## src/hw/rtl/gsdc_pkg.sv

```systemverilog
// ----------------------------------------------------------------------------
// gsdc_pkg
// Types, codes and the dim level table for the gesture switch/dimmer block.
// ----------------------------------------------------------------------------
package gsdc_pkg;

    localparam int FUNC_W    = 2;
    localparam int GEST_W    = 3;
    localparam int LEVEL_W   = 3;
    localparam int PWM_W     = 8;
    localparam int TIMER_W   = 16;
    localparam int HOLD_W    = 10;
    localparam int ACT_W     = HOLD_W + 1;
    localparam int STEP_W    = 3;
    localparam int CFG_IDX_W = 3;
    localparam int CFG_DAT_W = 16;

    // transaction function codes
    localparam logic [FUNC_W-1:0] FUNC_EVENT   = 2'd0;
    localparam logic [FUNC_W-1:0] FUNC_TICK    = 2'd1;
    localparam logic [FUNC_W-1:0] FUNC_PROCESS = 2'd2;

    // gesture codes
    localparam logic [GEST_W-1:0] G_UP    = 3'd0;
    localparam logic [GEST_W-1:0] G_DOWN  = 3'd1;
    localparam logic [GEST_W-1:0] G_RIGHT = 3'd2;
    localparam logic [GEST_W-1:0] G_LEFT  = 3'd3;
    localparam logic [GEST_W-1:0] G_FWD   = 3'd4;
    localparam logic [GEST_W-1:0] G_BACK  = 3'd5;
    localparam logic [GEST_W-1:0] G_CW    = 3'd6;
    localparam logic [GEST_W-1:0] G_CCW   = 3'd7;

    // configuration register indexes
    localparam logic [CFG_IDX_W-1:0] CFG_INIT_DELAY   = 3'd0;
    localparam logic [CFG_IDX_W-1:0] CFG_TUNE_TIMEOUT = 3'd1;
    localparam logic [CFG_IDX_W-1:0] CFG_FLASH_HALF   = 3'd2;
    localparam logic [CFG_IDX_W-1:0] CFG_ACT_HOLD     = 3'd3;

    localparam logic [TIMER_W-1:0] INIT_DELAY_RST   = 16'd0;
    localparam logic [TIMER_W-1:0] TUNE_TIMEOUT_RST = 16'd3000;
    localparam logic [HOLD_W-1:0]  FLASH_HALF_RST   = 10'd100;
    localparam logic [HOLD_W-1:0]  ACT_HOLD_RST     = 10'd200;

    localparam logic [LEVEL_W-1:0] LEVEL_MAX = 3'd6;

    typedef struct packed {
        logic [FUNC_W-1:0] func;
        logic [GEST_W-1:0] gesture;
    } item_t;

    typedef struct packed {
        logic [3:0]         relays;
        logic [3:0]         gesture_bits;
        logic [PWM_W-1:0]   pwm_compare;
        logic               status_led_level;
        logic               tune_mode;
        logic [LEVEL_W-1:0] dim_level;
    } result_t;

    function automatic logic [PWM_W-1:0] level_to_pwm(input logic [LEVEL_W-1:0] lvl);
        logic [PWM_W-1:0] v;
        case (lvl)
            3'd0:    v = 8'd0;
            3'd1:    v = 8'd40;
            3'd2:    v = 8'd50;
            3'd3:    v = 8'd70;
            3'd4:    v = 8'd100;
            3'd5:    v = 8'd150;
            default: v = 8'd200;
        endcase
        return v;
    endfunction

endpackage

```

## src/hw/rtl/gsdc_in_reg.sv

```systemverilog
// ----------------------------------------------------------------------------
// gsdc_in_reg
// Input register stage: holds one transaction until the core takes it.
// ----------------------------------------------------------------------------
module gsdc_in_reg (
    input  logic           aclk,
    input  logic           aresetn,
    input  logic           in_valid,
    output logic           in_ready,
    input  gsdc_pkg::item_t in_item,
    output logic           hold_valid,
    input  logic           advance,
    output gsdc_pkg::item_t hold_item
);

    logic            valid_reg;
    gsdc_pkg::item_t item_reg;

    assign in_ready   = !valid_reg || advance;
    assign hold_valid = valid_reg;
    assign hold_item  = item_reg;

    always_ff @(posedge aclk) begin
        if (!aresetn) begin
            valid_reg <= 1'b0;
        end else if (in_ready) begin
            valid_reg <= in_valid;
        end
    end

    always_ff @(posedge aclk) begin
        if (in_valid && in_ready) begin
            item_reg <= in_item;
        end
    end

endmodule

```

## src/hw/rtl/gsdc_core.sv

```systemverilog
// ----------------------------------------------------------------------------
// gsdc_core
// Controller state, configuration registers and the per-transaction update.
// The result reflects the state after the transaction.
// ----------------------------------------------------------------------------
module gsdc_core (
    input  logic                                aclk,
    input  logic                                aresetn,
    input  logic                                cfg_we,
    input  logic [gsdc_pkg::CFG_IDX_W-1:0]      cfg_index,
    input  logic [gsdc_pkg::CFG_DAT_W-1:0]      cfg_wdata,
    input  logic                                fire,
    input  gsdc_pkg::item_t                     item,
    output gsdc_pkg::result_t                   result
);

    localparam logic [gsdc_pkg::STEP_W-1:0] ST_INIT   = 3'd0;
    localparam logic [gsdc_pkg::STEP_W-1:0] ST_NORMAL = 3'd1;
    localparam logic [gsdc_pkg::STEP_W-1:0] ST_ENTER  = 3'd2;
    localparam logic [gsdc_pkg::STEP_W-1:0] ST_SHOW   = 3'd3;
    localparam logic [gsdc_pkg::STEP_W-1:0] ST_ARM    = 3'd4;
    localparam logic [gsdc_pkg::STEP_W-1:0] ST_TUNE   = 3'd5;
    localparam logic [gsdc_pkg::STEP_W-1:0] ST_CLEAN  = 3'd6;

    logic [gsdc_pkg::TIMER_W-1:0] tune_timeout_reg;
    logic [gsdc_pkg::HOLD_W-1:0]  flash_half_reg, act_hold_reg;

    logic [gsdc_pkg::STEP_W-1:0]   mode_reg, mode_next;
    logic [7:0]                    pend_reg, pend_next;
    logic [3:0]                    relay_reg, relay_next;
    logic [3:0]                    outb_reg, outb_next;
    logic [gsdc_pkg::PWM_W-1:0]    pwm_reg, pwm_next;
    logic [gsdc_pkg::LEVEL_W-1:0]  level_reg, level_next;
    logic signed [gsdc_pkg::ACT_W-1:0] act_reg, act_next;
    logic [gsdc_pkg::TIMER_W-1:0]  tmo_reg, tmo_next;
    logic [gsdc_pkg::HOLD_W-1:0]   flc_reg, flc_next;
    logic                          flp_reg, flp_next;
    logic [gsdc_pkg::TIMER_W-1:0]  stc_reg, stc_next;
    logic                          led_reg, led_next;

    always_comb begin
        logic       do_toggle;
        logic [1:0] rb;
        logic [1:0] ob;
        logic       is_up;
        mode_next  = mode_reg;
        pend_next  = pend_reg;
        relay_next = relay_reg;
        outb_next  = outb_reg;
        pwm_next   = pwm_reg;
        level_next = level_reg;
        act_next   = act_reg;
        tmo_next   = tmo_reg;
        flc_next   = flc_reg;
        flp_next   = flp_reg;
        stc_next   = stc_reg;
        led_next   = led_reg;
        do_toggle  = 1'b0;
        rb         = 2'd0;
        ob         = 2'd0;
        is_up      = 1'b0;
        if (fire) begin
            case (item.func)
                gsdc_pkg::FUNC_EVENT: begin
                    pend_next = pend_reg | (8'd1 << item.gesture);
                end
                gsdc_pkg::FUNC_TICK: begin
                    if (act_reg > 0) act_next = act_reg - 11'sd1;
                    if (tmo_reg != '0) tmo_next = tmo_reg - 16'd1;
                    if (flc_reg != '0) flc_next = flc_reg - 10'd1;
                    if (stc_reg != '0) stc_next = stc_reg - 16'd1;
                end
                gsdc_pkg::FUNC_PROCESS: begin
                    // status LED: flash while tuning, else end of activity hold
                    if (tmo_reg != '0) begin
                        if (flc_reg == '0) begin
                            flc_next = flash_half_reg;
                            flp_next = !flp_reg;
                            led_next = flp_reg;
                        end
                    end else if (act_reg == 0) begin
                        act_next = -11'sd1;
                        led_next = 1'b1;
                    end

                    case (mode_reg)
                        ST_INIT: begin
                            if (stc_reg == '0) begin
                                relay_next = '0;
                                outb_next  = '0;
                                pwm_next   = '0;
                                level_next = gsdc_pkg::LEVEL_MAX;
                                mode_next  = ST_NORMAL;
                            end
                        end
                        ST_NORMAL: begin
                            if (pend_reg[gsdc_pkg::G_UP]) begin
                                pend_next[gsdc_pkg::G_UP] = 1'b0;
                                do_toggle = 1'b1; rb = 2'd3; ob = 2'd0; is_up = 1'b1;
                            end else if (pend_reg[gsdc_pkg::G_DOWN]) begin
                                pend_next[gsdc_pkg::G_DOWN] = 1'b0;
                                do_toggle = 1'b1; rb = 2'd1; ob = 2'd2;
                            end else if (pend_reg[gsdc_pkg::G_RIGHT]) begin
                                pend_next[gsdc_pkg::G_RIGHT] = 1'b0;
                                do_toggle = 1'b1; rb = 2'd2; ob = 2'd1;
                            end else if (pend_reg[gsdc_pkg::G_LEFT]) begin
                                pend_next[gsdc_pkg::G_LEFT] = 1'b0;
                                do_toggle = 1'b1; rb = 2'd0; ob = 2'd3;
                            end else if (pend_reg[gsdc_pkg::G_FWD]) begin
                                pend_next[gsdc_pkg::G_FWD] = 1'b0;
                                mode_next = ST_ENTER;
                            end else if (pend_reg[gsdc_pkg::G_BACK]) begin
                                pend_next[gsdc_pkg::G_BACK] = 1'b0;
                            end else if (pend_reg[gsdc_pkg::G_CW]) begin
                                pend_next[gsdc_pkg::G_CW] = 1'b0;
                                relay_next = 4'hF;
                                outb_next  = 4'hF;
                                pwm_next   = gsdc_pkg::level_to_pwm(level_reg);
                            end else if (pend_reg[gsdc_pkg::G_CCW]) begin
                                pend_next[gsdc_pkg::G_CCW] = 1'b0;
                                relay_next = '0;
                                outb_next  = '0;
                                pwm_next   = '0;
                            end
                        end
                        ST_ENTER: begin
                            relay_next = '0;
                            outb_next  = '0;
                            pwm_next   = '0;
                            tmo_next   = tune_timeout_reg;
                            mode_next  = ST_SHOW;
                        end
                        ST_SHOW: begin
                            pwm_next  = gsdc_pkg::level_to_pwm(level_reg);
                            mode_next = ST_ARM;
                        end
                        ST_ARM: begin
                            tmo_next  = tune_timeout_reg;
                            mode_next = ST_TUNE;
                        end
                        ST_TUNE: begin
                            if (tmo_reg == '0) begin
                                mode_next = ST_CLEAN;
                            end else if (pend_reg[gsdc_pkg::G_CW]) begin
                                pend_next[gsdc_pkg::G_CW] = 1'b0;
                                tmo_next = tune_timeout_reg;
                                if (level_reg < gsdc_pkg::LEVEL_MAX)
                                    level_next = level_reg + 3'd1;
                                pwm_next = gsdc_pkg::level_to_pwm(level_next);
                            end else if (pend_reg[gsdc_pkg::G_CCW]) begin
                                pend_next[gsdc_pkg::G_CCW] = 1'b0;
                                tmo_next = tune_timeout_reg;
                                if (level_reg != '0) level_next = level_reg - 3'd1;
                                pwm_next = gsdc_pkg::level_to_pwm(level_next);
                            end
                        end
                        ST_CLEAN: begin
                            pend_next  = '0;
                            mode_next  = ST_NORMAL;
                            relay_next = '0;
                            outb_next  = '0;
                            pwm_next   = '0;
                            led_next   = 1'b1;
                        end
                        default: begin
                            mode_next = ST_NORMAL;
                        end
                    endcase

                    if (do_toggle) begin
                        if (!relay_reg[rb]) begin
                            relay_next[rb] = 1'b1;
                            outb_next[ob]  = 1'b1;
                            if (is_up) pwm_next = gsdc_pkg::level_to_pwm(gsdc_pkg::LEVEL_MAX);
                        end else begin
                            relay_next[rb] = 1'b0;
                            outb_next[ob]  = 1'b0;
                            if (is_up) pwm_next = '0;
                        end
                        act_next = $signed({1'b0, act_hold_reg});
                        led_next = 1'b0;
                    end
                end
                default: begin
                end
            endcase
        end
    end

    // an init_delay write only reloads the startup counter
    always_ff @(posedge aclk) begin
        if (!aresetn) begin
            tune_timeout_reg <= gsdc_pkg::TUNE_TIMEOUT_RST;
            flash_half_reg   <= gsdc_pkg::FLASH_HALF_RST;
            act_hold_reg     <= gsdc_pkg::ACT_HOLD_RST;
            mode_reg         <= ST_INIT;
            pend_reg         <= '0;
            relay_reg        <= '0;
            outb_reg         <= '0;
            pwm_reg          <= '0;
            level_reg        <= '0;
            act_reg          <= '0;
            tmo_reg          <= '0;
            flc_reg          <= '0;
            flp_reg          <= 1'b0;
            stc_reg          <= gsdc_pkg::INIT_DELAY_RST;
            led_reg          <= 1'b0;
        end else begin
            mode_reg  <= mode_next;
            pend_reg  <= pend_next;
            relay_reg <= relay_next;
            outb_reg  <= outb_next;
            pwm_reg   <= pwm_next;
            level_reg <= level_next;
            act_reg   <= act_next;
            tmo_reg   <= tmo_next;
            flc_reg   <= flc_next;
            flp_reg   <= flp_next;
            led_reg   <= led_next;
            stc_reg   <= stc_next;
            if (cfg_we) begin
                case (cfg_index)
                    gsdc_pkg::CFG_INIT_DELAY: begin
                        stc_reg <= cfg_wdata;
                    end
                    gsdc_pkg::CFG_TUNE_TIMEOUT: tune_timeout_reg <= cfg_wdata;
                    gsdc_pkg::CFG_FLASH_HALF:   flash_half_reg <= cfg_wdata[gsdc_pkg::HOLD_W-1:0];
                    gsdc_pkg::CFG_ACT_HOLD:     act_hold_reg <= cfg_wdata[gsdc_pkg::HOLD_W-1:0];
                    default: begin
                    end
                endcase
            end
        end
    end

    always_comb begin
        result.relays           = relay_next;
        result.gesture_bits     = outb_next;
        result.pwm_compare      = pwm_next;
        result.status_led_level = led_next;
        result.tune_mode        = (mode_next >= ST_ENTER) && (mode_next <= ST_TUNE);
        result.dim_level        = level_next;
    end

endmodule

```

## src/hw/rtl/gsdc_out_reg.sv

```systemverilog
// ----------------------------------------------------------------------------
// gsdc_out_reg
// Result register: holds one result until the sink takes it.
// ----------------------------------------------------------------------------
module gsdc_out_reg (
    input  logic              aclk,
    input  logic              aresetn,
    input  logic              load,
    input  gsdc_pkg::result_t load_data,
    output logic              out_valid,
    input  logic              out_ready,
    output logic              can_load,
    output gsdc_pkg::result_t out_data
);

    logic              valid_reg;
    gsdc_pkg::result_t data_reg;

    assign can_load  = !valid_reg || out_ready;
    assign out_valid = valid_reg;
    assign out_data  = data_reg;

    always_ff @(posedge aclk) begin
        if (!aresetn) begin
            valid_reg <= 1'b0;
        end else if (can_load) begin
            valid_reg <= load;
        end
    end

    always_ff @(posedge aclk) begin
        if (load && can_load) begin
            data_reg <= load_data;
        end
    end

endmodule

```

## src/hw/rtl/gesture_switch_dimmer_controller_top.sv

```systemverilog
// ----------------------------------------------------------------------------
// gesture_switch_dimmer_controller_top
// Gesture switch and dimmer controller: latches gesture events, counts timer
// ticks and runs the mode machine on process steps.
//
//   channel  dir  handshake          payload
//   s_       in   s_valid/s_ready    s_func, s_gesture
//   m_       out  m_valid/m_ready    m_relays, m_gesture_bits, m_pwm_compare,
//                                    m_status_led_level, m_tune_mode, m_dim_level
//   cfg_     in   cfg_we             cfg_index, cfg_wdata
//
// One transaction per cycle sustained while m_ready stays high; on its way
// to m_valid a transaction passes the input register, then the state update
// into the result register. Every transaction yields exactly one result.
// Synchronous active-low reset; no clearing pass.
// A stalled result holds the result register; s_ready then stays high only
// while the input register is empty.
// ----------------------------------------------------------------------------
module gesture_switch_dimmer_controller_top (
    input  logic                               aclk,
    input  logic                               aresetn,
    input  logic                               s_valid,
    output logic                               s_ready,
    input  logic [gsdc_pkg::FUNC_W-1:0]        s_func,
    input  logic [gsdc_pkg::GEST_W-1:0]        s_gesture,
    output logic                               m_valid,
    input  logic                               m_ready,
    output logic [3:0]                         m_relays,
    output logic [3:0]                         m_gesture_bits,
    output logic [gsdc_pkg::PWM_W-1:0]         m_pwm_compare,
    output logic                               m_status_led_level,
    output logic                               m_tune_mode,
    output logic [gsdc_pkg::LEVEL_W-1:0]       m_dim_level,
    input  logic                               cfg_we,
    input  logic [gsdc_pkg::CFG_IDX_W-1:0]     cfg_index,
    input  logic [gsdc_pkg::CFG_DAT_W-1:0]     cfg_wdata
);

    gsdc_pkg::item_t   in_item, hold_item;
    gsdc_pkg::result_t core_result, out_data;
    logic              hold_valid, can_load, fire;

    assign in_item.func    = s_func;
    assign in_item.gesture = s_gesture;
    assign fire            = hold_valid && can_load;

    gsdc_in_reg u_in_reg (
        .aclk       (aclk),
        .aresetn    (aresetn),
        .in_valid   (s_valid),
        .in_ready   (s_ready),
        .in_item    (in_item),
        .hold_valid (hold_valid),
        .advance    (can_load),
        .hold_item  (hold_item)
    );

    gsdc_core u_core (
        .aclk      (aclk),
        .aresetn   (aresetn),
        .cfg_we    (cfg_we),
        .cfg_index (cfg_index),
        .cfg_wdata (cfg_wdata),
        .fire      (fire),
        .item      (hold_item),
        .result    (core_result)
    );

    gsdc_out_reg u_out_reg (
        .aclk      (aclk),
        .aresetn   (aresetn),
        .load      (hold_valid),
        .load_data (core_result),
        .out_valid (m_valid),
        .out_ready (m_ready),
        .can_load  (can_load),
        .out_data  (out_data)
    );

    assign m_relays           = out_data.relays;
    assign m_gesture_bits     = out_data.gesture_bits;
    assign m_pwm_compare      = out_data.pwm_compare;
    assign m_status_led_level = out_data.status_led_level;
    assign m_tune_mode        = out_data.tune_mode;
    assign m_dim_level        = out_data.dim_level;

endmodule

```

## config.mk

```make
export PLATFORM = sky130hd
export DESIGN_NAME = gesture_switch_dimmer_controller_top
export DESIGN_NICKNAME = d
export VERILOG_FILES = /design/src/hw/rtl/gsdc_pkg.sv /design/src/hw/rtl/gsdc_in_reg.sv /design/src/hw/rtl/gsdc_core.sv /design/src/hw/rtl/gsdc_out_reg.sv /design/src/hw/rtl/gesture_switch_dimmer_controller_top.sv
export SDC_FILE = /design/constraint.sdc
export NUM_CORES = 1
export LEC_CHECK = 0
export BUFFER_PORTS_ARGS = -buffer_cell sky130_fd_sc_hd__buf_2
export CORE_MARGIN = 4
export CORE_UTILIZATION = 56
export CTS_BUF_LIST = sky130_fd_sc_hd__clkbuf_16
export CTS_CLUSTER_SIZE = 24
export DETAILED_ROUTE_END_ITERATION = 12
export PLACE_DENSITY = 0.79
export SETUP_SLACK_MARGIN = 0.2
export SLEW_MARGIN = 20
export SYNTH_ARGS = -nofsm -noshare
export SYNTH_HDL_FRONTEND = slang
export SYNTH_SLANG_ARGS = --single-unit
export TNS_END_PERCENT = 5
```

## constraint.sdc

```tcl
create_clock -name aclk -period 3.85 [get_ports aclk]
set_input_delay 0.385 -clock aclk [delete_from_list [all_inputs] [get_ports aclk]]
set_output_delay 0.385 -clock aclk [all_outputs]
set_load 0.005 [all_outputs]
```

# After elaboration in Yosys (flattened, before gate mapping)
# Cells that the tools add are included.
[classes]
eq_ne = 44
mux = 152
n_addsub = 6
n_lt_le_gt_ge = 8
n_shift = 1
reduce_logical = 42
n_bitwise = 7
[op_table]
columns = ["cell", "count"]
rows = [
  ["$mux 16", 9],
  ["$mux 8", 18],
  ["$pmux 8 s6", 3],
  ["$mux 4", 31],
  ["$mux 3", 29],
  ["$pmux 16 s2", 2],
  ["$mux 11", 4],
  ["$pmux 8 s5", 1],
  ["$logic_not 16->1", 2],
  ["$logic_not 32->1", 1],
  ["$reduce_bool 16->1", 2],
  ["$sub 16x1->16 const B", 2],
  ["$eq 3x2->1 const B", 10],
  ["$mux 10", 3],
  ["$mux 2", 15],
  ["$ne 3x3->1 const B", 10],
  ["$eq 3x3->1 const B", 9],
  ["$pmux 4 s3", 2],
  ["$mux 1", 22],
  ["$pmux 11 s2", 1],
  ["$pmux 10 s2", 1],
  ["$pmux 3 s6", 1],
  ["$pmux 8 s2", 1],
  ["$eq 3x1->1 const B", 5],
  ["47 further kinds", 76],
]
[totals]
word_cells = 291
output_inout_bits = 23
ff_bits = 149
inputBits = 29

# Logic depth before layout (Yosys ltp)
# Gate-level depths: netlist of run 1.
[depth]
word_depth = 19
depth_mapped = 11
mapped_depth_nobuf = 8

# Cells and area by module
# From an unflattened synthesis of run 1, not the netlist that was laid out.
[hier_totals]
cells_unflattened = 1036
area_unflattened_um2 = 8282.9
[modules_own_cells]
columns = ["module", "instances", "area_each_um2", "cells_per_inst", "seq_area_each_um2"]
rows = [
  ["gsdc_core", 1, 7380.8, 999, 2422.3],
  ["gsdc_out_reg", 1, 688.2, 26, 650.6],
  ["gsdc_in_reg", 1, 207.7, 10, 170.2],
  ["gesture_switch_dimmer_controller_top", 1, 6.3, 1, 0.0],
]

# Worst setup path before layout of run 1
# OpenSTA, ideal clock, no wires.
[synth_timing]
path_type = "flip-flop to flip-flop"
startpoint = "register u_core.flc_reg[0] (netlist name)"
endpoint = "register u_core.flc_reg[7] (netlist name)"
setup_ps = 116
path_stages_with_launch = 10
arrival_time_ps = 2594
period_less_slack_ps = 2709
required_time_ps = 3734
slack_ps = 1141
path_buffers = 1
path_cell_list = "dfxtp_1 inv_1 ha_1 or4b_4 or4_4 a2111o_1 a21oi_4 buf_6 a21oi_1 a31o_1"
[synth_between]
elab_chain_cells = 3
elab_cells_between_ends = 8
cone_classes = "add/sub: 1; eq/ne: 2; mux: 2; reduce/logical: 3"
[synth_lines]
columns = ["element", "line", "text"]
rows = [
  ["from (decl)", "gsdc_core.sv:36", "logic [gsdc_pkg::HOLD_W-1:0] flc_reg, flc_next;"],
  ["from (signal assigned)", "gsdc_core.sv:217", "flc_reg <= flc_next;"],
  ["$sub 10x1->10 (tied with other cells)", "gsdc_core.sv:70", "if (flc_reg != '0) flc_next = flc_reg - 10'd1;"],
  ["$mux 10 or $ne 2x1->1 (tied branches)", "-", ""],
  ["$pmux 10 s2 or $reduce_and 5->1 (tied branches)", "-", ""],
]
# Parallel ways exist; a longest one is shown, timed or not. The select of a mux whose other input is x is not followed.
# A chain may end at the register's enable or synchronous reset.

==> results.py, run 1 <==
metrics = {
    "run_status": {
        "status": "completed",
    },
    "setup_path": {
        "arrival_ns": 3.43,
        "r2r_start": "u_core.level_reg[0]$_SDFF_PN0_",
        "crit_type": "reg -> reg",
        "cp.buffers_inverters": 1,
        "crit_family": "compound AO/OA/AOI/OAI gates",
        "slowest_stage": "dfxtp_1",
        "cpPeakStageDelay_ns": 0.68,
        "path_cells": "inv_1 > ha_1 > or3b_2 > nand2_1 > a22o_1 > a21oi_1 > o21ai_0 > a21boi_0",
        "reg2reg_depth": 8,
        "r2r_end": "u_out_reg.out_data[2]$_DFFE_PP_",
        "worstSetupStartpointType": "flip-flop",
        "worstSetupEndpointType": "flip-flop",
        "path_max_fanout": 18,
        "regToRegSetupSlack_ns": 0.67,
        "required_ns": 4.10,
    },
    "clock_network": {
        "clk_path_buf_depth": 2,
        "root_buffer": "clkbuf_16",
        "cts_tree": "yes",
        "post_cts_buffers": 0,
        "postCtsResizedCells": 0,
        "holdBufCountCts": 0,
        "cts.sinks": 149,
        "htreeDepth": 4,
        "numCtsBuffers": 17,
        "clk-insertion-delay-late_ns": 0.44,
        "clkSlewWorstSetupHoldPaths_ns": 0.07,
    },
    "drt": {
        "viasPerCell": 6.29,
        "drtAntennaViolNets": 0,
        "drc_errors": 0,
        "num_vias": 7888,
        "drt_iter0_drc": 860,
        "wire_per_inst_um": 17.5,
        "drt_wl_total_um": 21900,
        "drtPass1Iterations": 5,
    },
    "cells_and_area": {
        "area_delta_synth_final_pct": 11.0,
        "drive_above_1_share_pct": 12.2,
        "num-fill-cells": 1219,
        "largest_reg_flops": 21,
        "multi_input_area_um2": 4630,
        "fin_nets": 1099,
        "n_antenna_cell": 0,
        "fin_util_pct": 63.4,
        "stdcell_area_um2": 9180,
        "seqCellArea_um2": 3240,
    },
    "floorplanning": {
        "fp.dieArea_um2": 16800,
        "core_area_um2": 14500,
        "start_util_pct": 57.1,
        "die_h_um": 130,
        "io_pins": 52,
        "die_w_um": 130,
        "rows": 44,
    },
    "placement": {
        "placement.cell_area_um2": 8580,
        "io_buffer_count": 51,
        "place.gp.congestion": 0.926,
        "place_hpwl_um": 14700,
    },
    "global_routing": {
        "antenna_found_initial": 0,
        "grt_overflow": 0,
        "grt_pass1_wl_um": 36100,
        "grt_max_degree": 79,
        "grt_pass1_vias": 7367,
        "grt.total_usage_pct": 26.6,
    },
    "hold_path": {
        "min_to": "u_in_reg.hold_item[3]$_DFFE_PP_",
        "hold_class": "in -> reg",
        "min_from": "s_func[0]",
        "min_path_cells": 1,
    },
    "timing": {
        "fin_crit_ns": 3.18,
        "holdWs_ns": 0.119,
        "relSlewSlack_pct": 27.9,
        "setup_viol": 0,
        "fmax_mhz": 315,
        "slew_violations": 0,
        "rsz0062_at_grt": "no",
        "period_share_pct": 82.5,
        "final-hold-violation-count": 0,
        "worst_pin_slew_ns": 1.05,
        "fin_tns_setup_ns": 0,
        "skew_ns": 0.0135,
    },
    "yosys": {
        "synth_edf_count": 26,
        "syn_nets": 1083,
        "syn-cell-area_um2": 8270,
        "yosysWarnings": 0,
        "synth_most_common_cell": "nand2_1",
        "yosys-top-cells-count": "nand2_1 (144), dfxtp_1 (123), nor2_1 (104), a21oi_1 (91), o21ai_0 (65)",
        "async_flop_share_pct": 0,
        "synth_ff_type": "dfxtp_1",
        "yosys.area.top_type_share_pct": 29.8,
        "synth-seq-area-share_pct": 39.2,
        "synthTopCellsByArea": "dfxtp_1 (30%), edfxtp_1 (9.4%), nand2_1 (6.5%)",
        "netlist_instances": 1041,
        "avgSynthCellArea_um2": 7.94,
        "synth_cell_type_count": 81,
        "synth.largest_area_cell": "dfxtp_1",
        "synth_seq_cells": 149,
    },
    "power_and_ir_drop": {
        "peakVddDrop_v": 0.000341,
        "p_per_area_nw_per_um2": 442,
        "total_power_uw": 4050,
        "leakagePower_uw": 0.00342,
    },
    "flow_run": {
        "cap_violations": 0,
    },
}
-- metrics by stage --
stage | std cells | worst slack, ns
3_5_place_dp | 1222 | 0.746
4_1_cts | 1254 | 0.730
3_3_place_gp | 1222 | 0.862
5_1_grt | 1254 | 0.456
2_1_floorplan | 1041 | 1.14
6_report | 1254 | 0.672
-- layer usage --
layer / up-vias / GRT usage [%] / wire length (um)
met1: 3673 / 34.5 / 9500
met5: - / 0 / 0
met4: 0 / 11.4 / 572
met3: 57 / 4.95 / 1410
met2: 298 / 43.5 / 10400
li1: 3860 / - / -
-- power breakdown --
| part | switching [uW] | internal, uW | leakage (uW) |
|---|---|---|---|
| registers | 55.4 | 1650 | 0.00125 |
| logic | 416 | 242 | 0.00189 |
| clock network | 725 | 970 | 0.000282 |
-- layout make-up --
| cell class | count | area share (%) |
|---|---|---|
| Multi-Input combinational cell | 795 | 50.5 |
| Sequential cell | 149 | 35.3 |
| Clock buffer | 17 | 4.64 |
| Timing Repair Buffer | 66 | 4.01 |
| Tap cell | 184 | 2.51 |
| Clock inverter | 15 | 1.85 |
| Inverter | 28 | 1.15 |
-- cells by family (layout without fill, tap and decap cells) --
group	after synthesis	in the layout	share of synthesized area, %
mux	11	11	1.33
flops	149	149	39.2
simple gates	425	425	24.7
buf+inv	97	126	4.81
fa+ha+maj	13	13	1.97
compound gates	329	329	26.2
xor+xnor	17	17	1.80
-- layout by cell type, fill, tap and decap left out, types with 16 or more instances in the layout --
cell type | Yosys | routed
inv_1 | 27 | 27
o211ai_1 | 18 | 18
o21ai_0 | 65 | 65
buf_2 | 2 | 51
nand3_1 | 34 | 34
clkbuf_16 | 0 | 17
nor4_1 | 19 | 19
nor2_1 | 104 | 104
nand2_1 | 144 | 144
o31ai_1 | 19 | 19
edfxtp_1 | 26 | 26
and2_1 | 17 | 17
nor3_1 | 26 | 26
a31oi_1 | 16 | 16
a21oi_1 | 91 | 91
dfxtp_1 | 123 | 123
-- worst max-delay path by stage --
stage / cells after the start / endpoint / start / slack, ns
2_1_floorplan: 9 / u_core.flc_reg[7]$_SDFFE_PN0P_ / u_core.flc_reg[0]$_SDFFE_PN0P_ / 1.14
3_3_place_gp: 8 / u_out_reg.out_data[10]$_DFFE_PP_ / u_core.level_reg[0]$_SDFF_PN0_ / 0.86
3_5_place_dp: 8 / u_out_reg.out_data[10]$_DFFE_PP_ / u_core.level_reg[0]$_SDFF_PN0_ / 0.75
4_1_cts: 8 / u_out_reg.out_data[10]$_DFFE_PP_ / u_core.level_reg[0]$_SDFF_PN0_ / 0.73
5_1_grt: 8 / u_out_reg.out_data[10]$_DFFE_PP_ / u_core.level_reg[0]$_SDFF_PN0_ / 0.46
6_report: 8 / u_out_reg.out_data[2]$_DFFE_PP_ / u_core.level_reg[0]$_SDFF_PN0_ / 0.67
No activity file was read; power rests on OpenSTA's default activity.
==> inputs of run 2 (changes only) <==
==> constraint.sdc (replaced) <==
create_clock -name aclk -period 3 [get_ports aclk]
set_input_delay 0.3 -clock aclk [delete_from_list [all_inputs] [get_ports aclk]]
set_output_delay 0.3 -clock aclk [all_outputs]
set_load 0.005 [all_outputs]
==> results.py, run 2 (synthesis gave the netlist of run 1 again) <==
metrics = {
    "setup_path": {
        "worstSetupEndpointType": "flip-flop",
        "required_ns": 3.31,
        "cpPeakStageDelay_ns": 0.51,
        "slowest_stage": "or4_4",
        "cp.buffers_inverters": 2,
        "crit_family": "simple AND/OR/NAND/NOR gates",
        "path_max_fanout": 8,
        "path_cells": "inv_2 > ha_4 > or4b_4 > or4_4 > a2111o_1 > a21oi_4 > buf_6 > mux2i_1 > a21oi_1",
        "arrival_ns": 3.01,
        "crit_type": "reg -> reg",
        "worstSetupStartpointType": "flip-flop",
    },
    "run_status": {
        "status": "completed",
    },
    "clock_network": {
        "holdBufCountCts": 0,
        "clk_path_buf_depth": 2,
        "cts.sinks": 149,
        "numCtsBuffers": 17,
        "clkSlewWorstSetupHoldPaths_ns": 0.06,
        "clk-insertion-delay-late_ns": 0.43,
        "cts_tree": "yes",
        "root_buffer": "clkbuf_16",
        "htreeDepth": 4,
    },
    "floorplanning": {
        "fp.dieArea_um2": 16800,
        "rows": 44,
        "start_util_pct": 57.1,
        "io_pins": 52,
        "core_area_um2": 14500,
        "die_h_um": 130,
        "die_w_um": 130,
    },
    "cells_and_area": {
        "stdcell_area_um2": 9370,
        "layout_commonest_cell": "nand2_1",
        "largest_reg_flops": 21,
        "n_antenna_cell": 0,
        "final-instance-count-excl-fill": 1272,
        "drive_above_1_share_pct": 14.2,
        "layout_common_cells": "nand2_1 (144), dfxtp_1 (121), nor2_1 (104)",
        "num-fill-cells": 1250,
        "area_delta_synth_final_pct": 13.3,
        "fin_nets": 1118,
    },
    "timing": {
        "worst_pin_slew_ns": 0.928,
        "final-hold-violation-count": 0,
        "rsz0062_at_grt": "yes",
        "fmax_mhz": 371,
        "setup_viol": 0,
        "relSlewSlack_pct": 38.1,
        "period_share_pct": 90.0,
        "fin_tns_setup_ns": 0,
        "finalWorstSetupSlack_ns": 0.301,
        "skew_ns": 0.00817,
        "fin_crit_ns": 2.70,
        "slew_violations": 0,
    },
    "global_routing": {
        "grt_pass1_vias": 7498,
        "antenna_found_initial": 0,
        "grt_max_degree": 79,
        "grt_pass1_wl_um": 35800,
        "grt_overflow": 0,
        "grt.total_usage_pct": 26.3,
    },
    "placement": {
        "placement.cell_area_um2": 8720,
        "place_inst": 1238,
        "io_buffer_count": 51,
        "place.gp.congestion": 0.993,
        "post-place-ws_ns": 0.0792,
        "place_hpwl_um": 14800,
    },
    "drt": {
        "viasPerCell": 6.35,
        "drc_errors": 0,
        "num_vias": 8074,
        "drt_wl_total_um": 22000,
        "drtPass1Iterations": 7,
        "drtAntennaViolNets": 0,
        "wire_per_inst_um": 17.3,
        "drt_iter0_drc": 906,
    },
    "flow_run": {
        "cap_violations": 0,
    },
    "power_and_ir_drop": {
        "peakVddDrop_v": 0.000574,
        "p_per_area_nw_per_um2": 557,
        "leakagePower_uw": 0.00355,
    },
    "hold_path": {
        "hold_class": "in -> reg",
    },
}
run 2: changes by cell type in the layout (fill, tap and decap cells not counted), sizes merged:
cell      before  now
buf           66   85
bufinv         2    1
inv           34   30
clkinv         4    7
clkinvlp       3    1
clkbuf        17   20
run 2: area by class of cell:
type | count | area (um2) | share of cell area (%)
clock buffers | 20 | 500 | 5.34
well taps | 184 | 230 | 2.46
inverters | 28 | 105 | 1.12
repair buffers | 85 | 551 | 5.88
multi-input cells | 795 | 4650 | 49.6
flip-flops and latches | 149 | 3250 | 34.6
clock inverters | 11 | 92.6 | 0.988
run 2: worst register-to-register path: cells and delay by family (launching register included):
family,cells,cell delay (ns)
simple gates,2,0.97
compound gates,3,0.74
flops,1,0.33
buf+inv,2,0.23
mux,1,0.18
fa+ha+maj,1,0.14
run 2: layer usage:
layer / GRT usage, % / vias to the layer above / part of all wire, % / routed length (um)
met3: 4.41 / 53 / 6.2 / 1370
met2: 44.0 / 291 / 49 / 10800
li1: - / 3903 / - / -
met4: 10.5 / 0 / 2.4 / 522
met1: 33.9 / 3827 / 42 / 9340
met5: 0 / - / 0 / 0
run 2: timing repair:
| item | CTS | global route |
|---|---|---|
| buffers inserted | 3 | 0 |
| gates resized for setup | 0 | 13 |
| setup endpoints to repair | 7 | 24 |
| pin swaps | 1 | 3 |
run 2: report_power, final:
group	leakage, uW	total [uW]	switching (uW)	internal, uW
combinational	0.00200	900	552	348
clock	0.000295	2130	852	1280
sequential	0.00125	2180	70.2	2110
run 2: metrics by stage:
step | hold slack [ns] | total power (uW) | utilization, %
6_report | 0.0468 | 5210 | 64.7
5_1_grt | 0.0395 | 5420 | 64.7
4_1_cts | 0.0358 | 5210 | 64.5
3_5_place_dp | 0.450 | 3100 | 60.3
3_3_place_gp | 0.446 | 3080 | 60.3
2_1_floorplan | 0.399 | 2850 | -
run 2: worst paths after layout:
check / cells past startpoint / endpoint / startpoint / slack [ns]
min: 1 / u_in_reg.hold_item[4]$_DFFE_PP_ / s_func[1] / 0.05
max reg2reg: 9 / u_core.flc_reg[0]$_SDFFE_PN0P_ / u_core.flc_reg[1]$_SDFFE_PN0P_ / 0.30
max: 9 / u_core.flc_reg[0]$_SDFFE_PN0P_ / u_core.flc_reg[1]$_SDFFE_PN0P_ / 0.30
min reg2reg: 2 / u_core.act_hold_reg[2]$_SDFFE_PN0P_ / u_core.act_hold_reg[2]$_SDFFE_PN0P_ / 0.45
==> inputs of run 3 (changes only) <==
--- a/config.mk
+++ b/config.mk
@@ -6,14 +6,12 @@
 export NUM_CORES = 1
 export LEC_CHECK = 0
 export BUFFER_PORTS_ARGS = -buffer_cell sky130_fd_sc_hd__buf_2
-export CORE_MARGIN = 4
 export CORE_UTILIZATION = 56
 export CTS_BUF_LIST = sky130_fd_sc_hd__clkbuf_16
 export CTS_CLUSTER_SIZE = 24
 export DETAILED_ROUTE_END_ITERATION = 12
 export PLACE_DENSITY = 0.79
 export SETUP_SLACK_MARGIN = 0.2
-export SLEW_MARGIN = 20
 export SYNTH_ARGS = -nofsm -noshare
 export SYNTH_HDL_FRONTEND = slang
 export SYNTH_SLANG_ARGS = --single-unit
==> results.py, run 3 (synthesis gave the netlist of run 1 again) <==
metrics = {
    "run_status": {
        "status": "completed",
    },
    "global_routing": {
        "grt_overflow": 0,
        "grt.total_usage_pct": 29.7,
        "grt_pass1_vias": 7443,
        "grt_pass1_wl_um": 35400,
        "antenna_found_initial": 0,
        "grt_max_degree": 79,
    },
    "setup_path": {
        "worstSetupStartpointType": "flip-flop",
        "required_ns": 3.33,
        "regToRegSetupSlack_ns": 0.25,
        "r2r_end": "u_core.flc_reg[7]$_SDFFE_PN0P_",
        "endpoint": "u_core.flc_reg[7]$_SDFFE_PN0P_",
        "startpoint": "u_core.flc_reg[0]$_SDFFE_PN0P_",
        "cp.buffers_inverters": 2,
        "slowest_stage": "a2111o_1",
        "path_cells": "inv_2 > ha_4 > or4b_4 > or4_4 > a2111o_1 > a21oi_4 > buf_4 > a21oi_1 > a31o_1",
        "r2r_start": "u_core.flc_reg[0]$_SDFFE_PN0P_",
        "reg2reg_depth": 9,
        "crit_type": "reg -> reg",
        "crit_family": "compound AO/OA/AOI/OAI gates",
        "cpPeakStageDelay_ns": 0.47,
        "path_max_fanout": 5,
        "worstSetupEndpointType": "flip-flop",
        "arrival_ns": 3.08,
        "path_depth": 9,
    },
    "clock_network": {
        "clk_path_buf_depth": 2,
        "root_buffer": "clkbuf_16",
        "cts.sinks": 149,
        "numCtsBuffers": 17,
        "cts_tree": "yes",
        "htreeDepth": 4,
        "clk-insertion-delay-late_ns": 0.44,
        "clkSlewWorstSetupHoldPaths_ns": 0.06,
    },
    "timing": {
        "slew_violations": 0,
        "period_share_pct": 91.6,
        "setup_viol": 0,
        "final-hold-violation-count": 0,
        "fin_tns_setup_ns": 0,
        "worst_pin_slew_ns": 0.955,
        "fin_crit_ns": 2.75,
        "relSlewSlack_pct": 36.3,
        "holdWs_ns": 0.0346,
        "rsz0062_at_grt": "yes",
        "fmax_mhz": 364,
        "skew_ns": 0.0118,
    },
    "drt": {
        "wire_per_inst_um": 17.1,
        "drt_iter0_drc": 717,
        "drtPass1Iterations": 5,
        "drtAntennaViolNets": 0,
        "num_vias": 8049,
        "drt_wl_total_um": 21800,
        "drc_errors": 0,
        "viasPerCell": 6.31,
    },
    "floorplanning": {
        "start_util_pct": 57.1,
        "io_pins": 52,
        "fp.dieArea_um2": 15300,
        "die_h_um": 124,
        "die_w_um": 124,
        "core_area_um2": 14500,
        "rows": 44,
    },
    "placement": {
        "place.gp.congestion": 0.963,
        "place_hpwl_um": 14700,
        "io_buffer_count": 51,
        "placement.cell_area_um2": 8730,
    },
    "cells_and_area": {
        "drive_above_1_share_pct": 14.3,
        "stdcell_area_um2": 9430,
        "largest_reg_flops": 21,
        "layout_commonest_cell": "nand2_1",
        "layout_common_cells": "nand2_1 (144), dfxtp_1 (121), nor2_1 (104)",
        "area_delta_synth_final_pct": 14.1,
        "fin_nets": 1120,
        "n_antenna_cell": 0,
    },
    "power_and_ir_drop": {
        "leakagePower_uw": 0.00358,
        "peakVddDrop_v": 0.000466,
        "p_per_area_nw_per_um2": 572,
    },
    "hold_path": {
        "hold_class": "in -> reg",
    },
    "flow_run": {
        "cap_violations": 0,
    },
}
run 3: changes by cell type in the layout (fill, tap and decap cells not counted), moves of 2 or more:
cell	delta
inv_4	+2
clkinv_2	-5
bufinv_16	+2
buf_4	+2
run 3: worst min path at each step:
stage,from,to,cells past startpoint
2_1_floorplan,s_gesture[0],u_in_reg.hold_item[0]$_DFFE_PP_,0
3_3_place_gp,u_core.flash_half_reg[4]$_SDFFE_PN0P_,u_core.flash_half_reg[4]$_SDFFE_PN0P_,2
3_5_place_dp,u_core.tune_timeout_reg[12]$_SDFFE_PN0P_,u_core.tune_timeout_reg[12]$_SDFFE_PN0P_,2
4_1_cts,s_func[1],u_in_reg.hold_item[4]$_DFFE_PP_,1
5_1_grt,s_func[1],u_in_reg.hold_item[4]$_DFFE_PP_,1
6_report,s_gesture[0],u_in_reg.hold_item[0]$_DFFE_PP_,1
run 3: per-stage QoR:
| step | utilization (%) | cells | setup WS (ns) | total power, uW |
|---|---|---|---|---|
| 4_1_cts | 64.9 | 1275 | 0.284 | 5390 |
| 5_1_grt | 65.1 | 1275 | 0.174 | 5610 |
| 3_3_place_gp | 60.3 | 1239 | 0.112 | 3080 |
| 3_5_place_dp | 60.3 | 1239 | 0.0178 | 3100 |
| 6_report | 65.1 | 1275 | 0.253 | 5400 |
| 2_1_floorplan | - | 1041 | 0.291 | 2850 |
run 3: cell type report:
type                    count  area (um2)
clock inverters            13         165
well taps                 184         230
flip-flops and latches    149        3250
multi-input cells         796        4650
repair buffers             86         554
fillers                  1225        5050
clock buffers              19         475
inverters                  28         105
run 3: power breakdown:
group          total, uW  internal [uW]  switching, uW  leakage, uW
sequential          2180           2110           70.1      0.00125
clock               2310           1420            892     0.000320
combinational        903            349            554      0.00201
total               5400           3880           1520      0.00358
run 3: what timing repair did:
item / 4_1_cts / 5_1_grt
pin swaps: 2 / 3
buffers inserted: 3 / 0
hold buffers: 0 / 0
cloned: 1 / 0
resized for setup: 0 / 11
endpoints found under the hold margin: 0 / 0
setup endpoints to repair: 9 / 9
run 3: per-layer routing:
metal | track usage (%) | up-vias | wire, um | part of all wire [%]
li1 | - | 3913 | - | -
met1 | 36.6 | 3796 | 9370 | 43
met2 | 50.1 | 292 | 10700 | 49
met3 | 6.32 | 48 | 1130 | 5.2
met4 | 12.3 | 0 | 531 | 2.4
met5 | 0 | - | 0 | 0
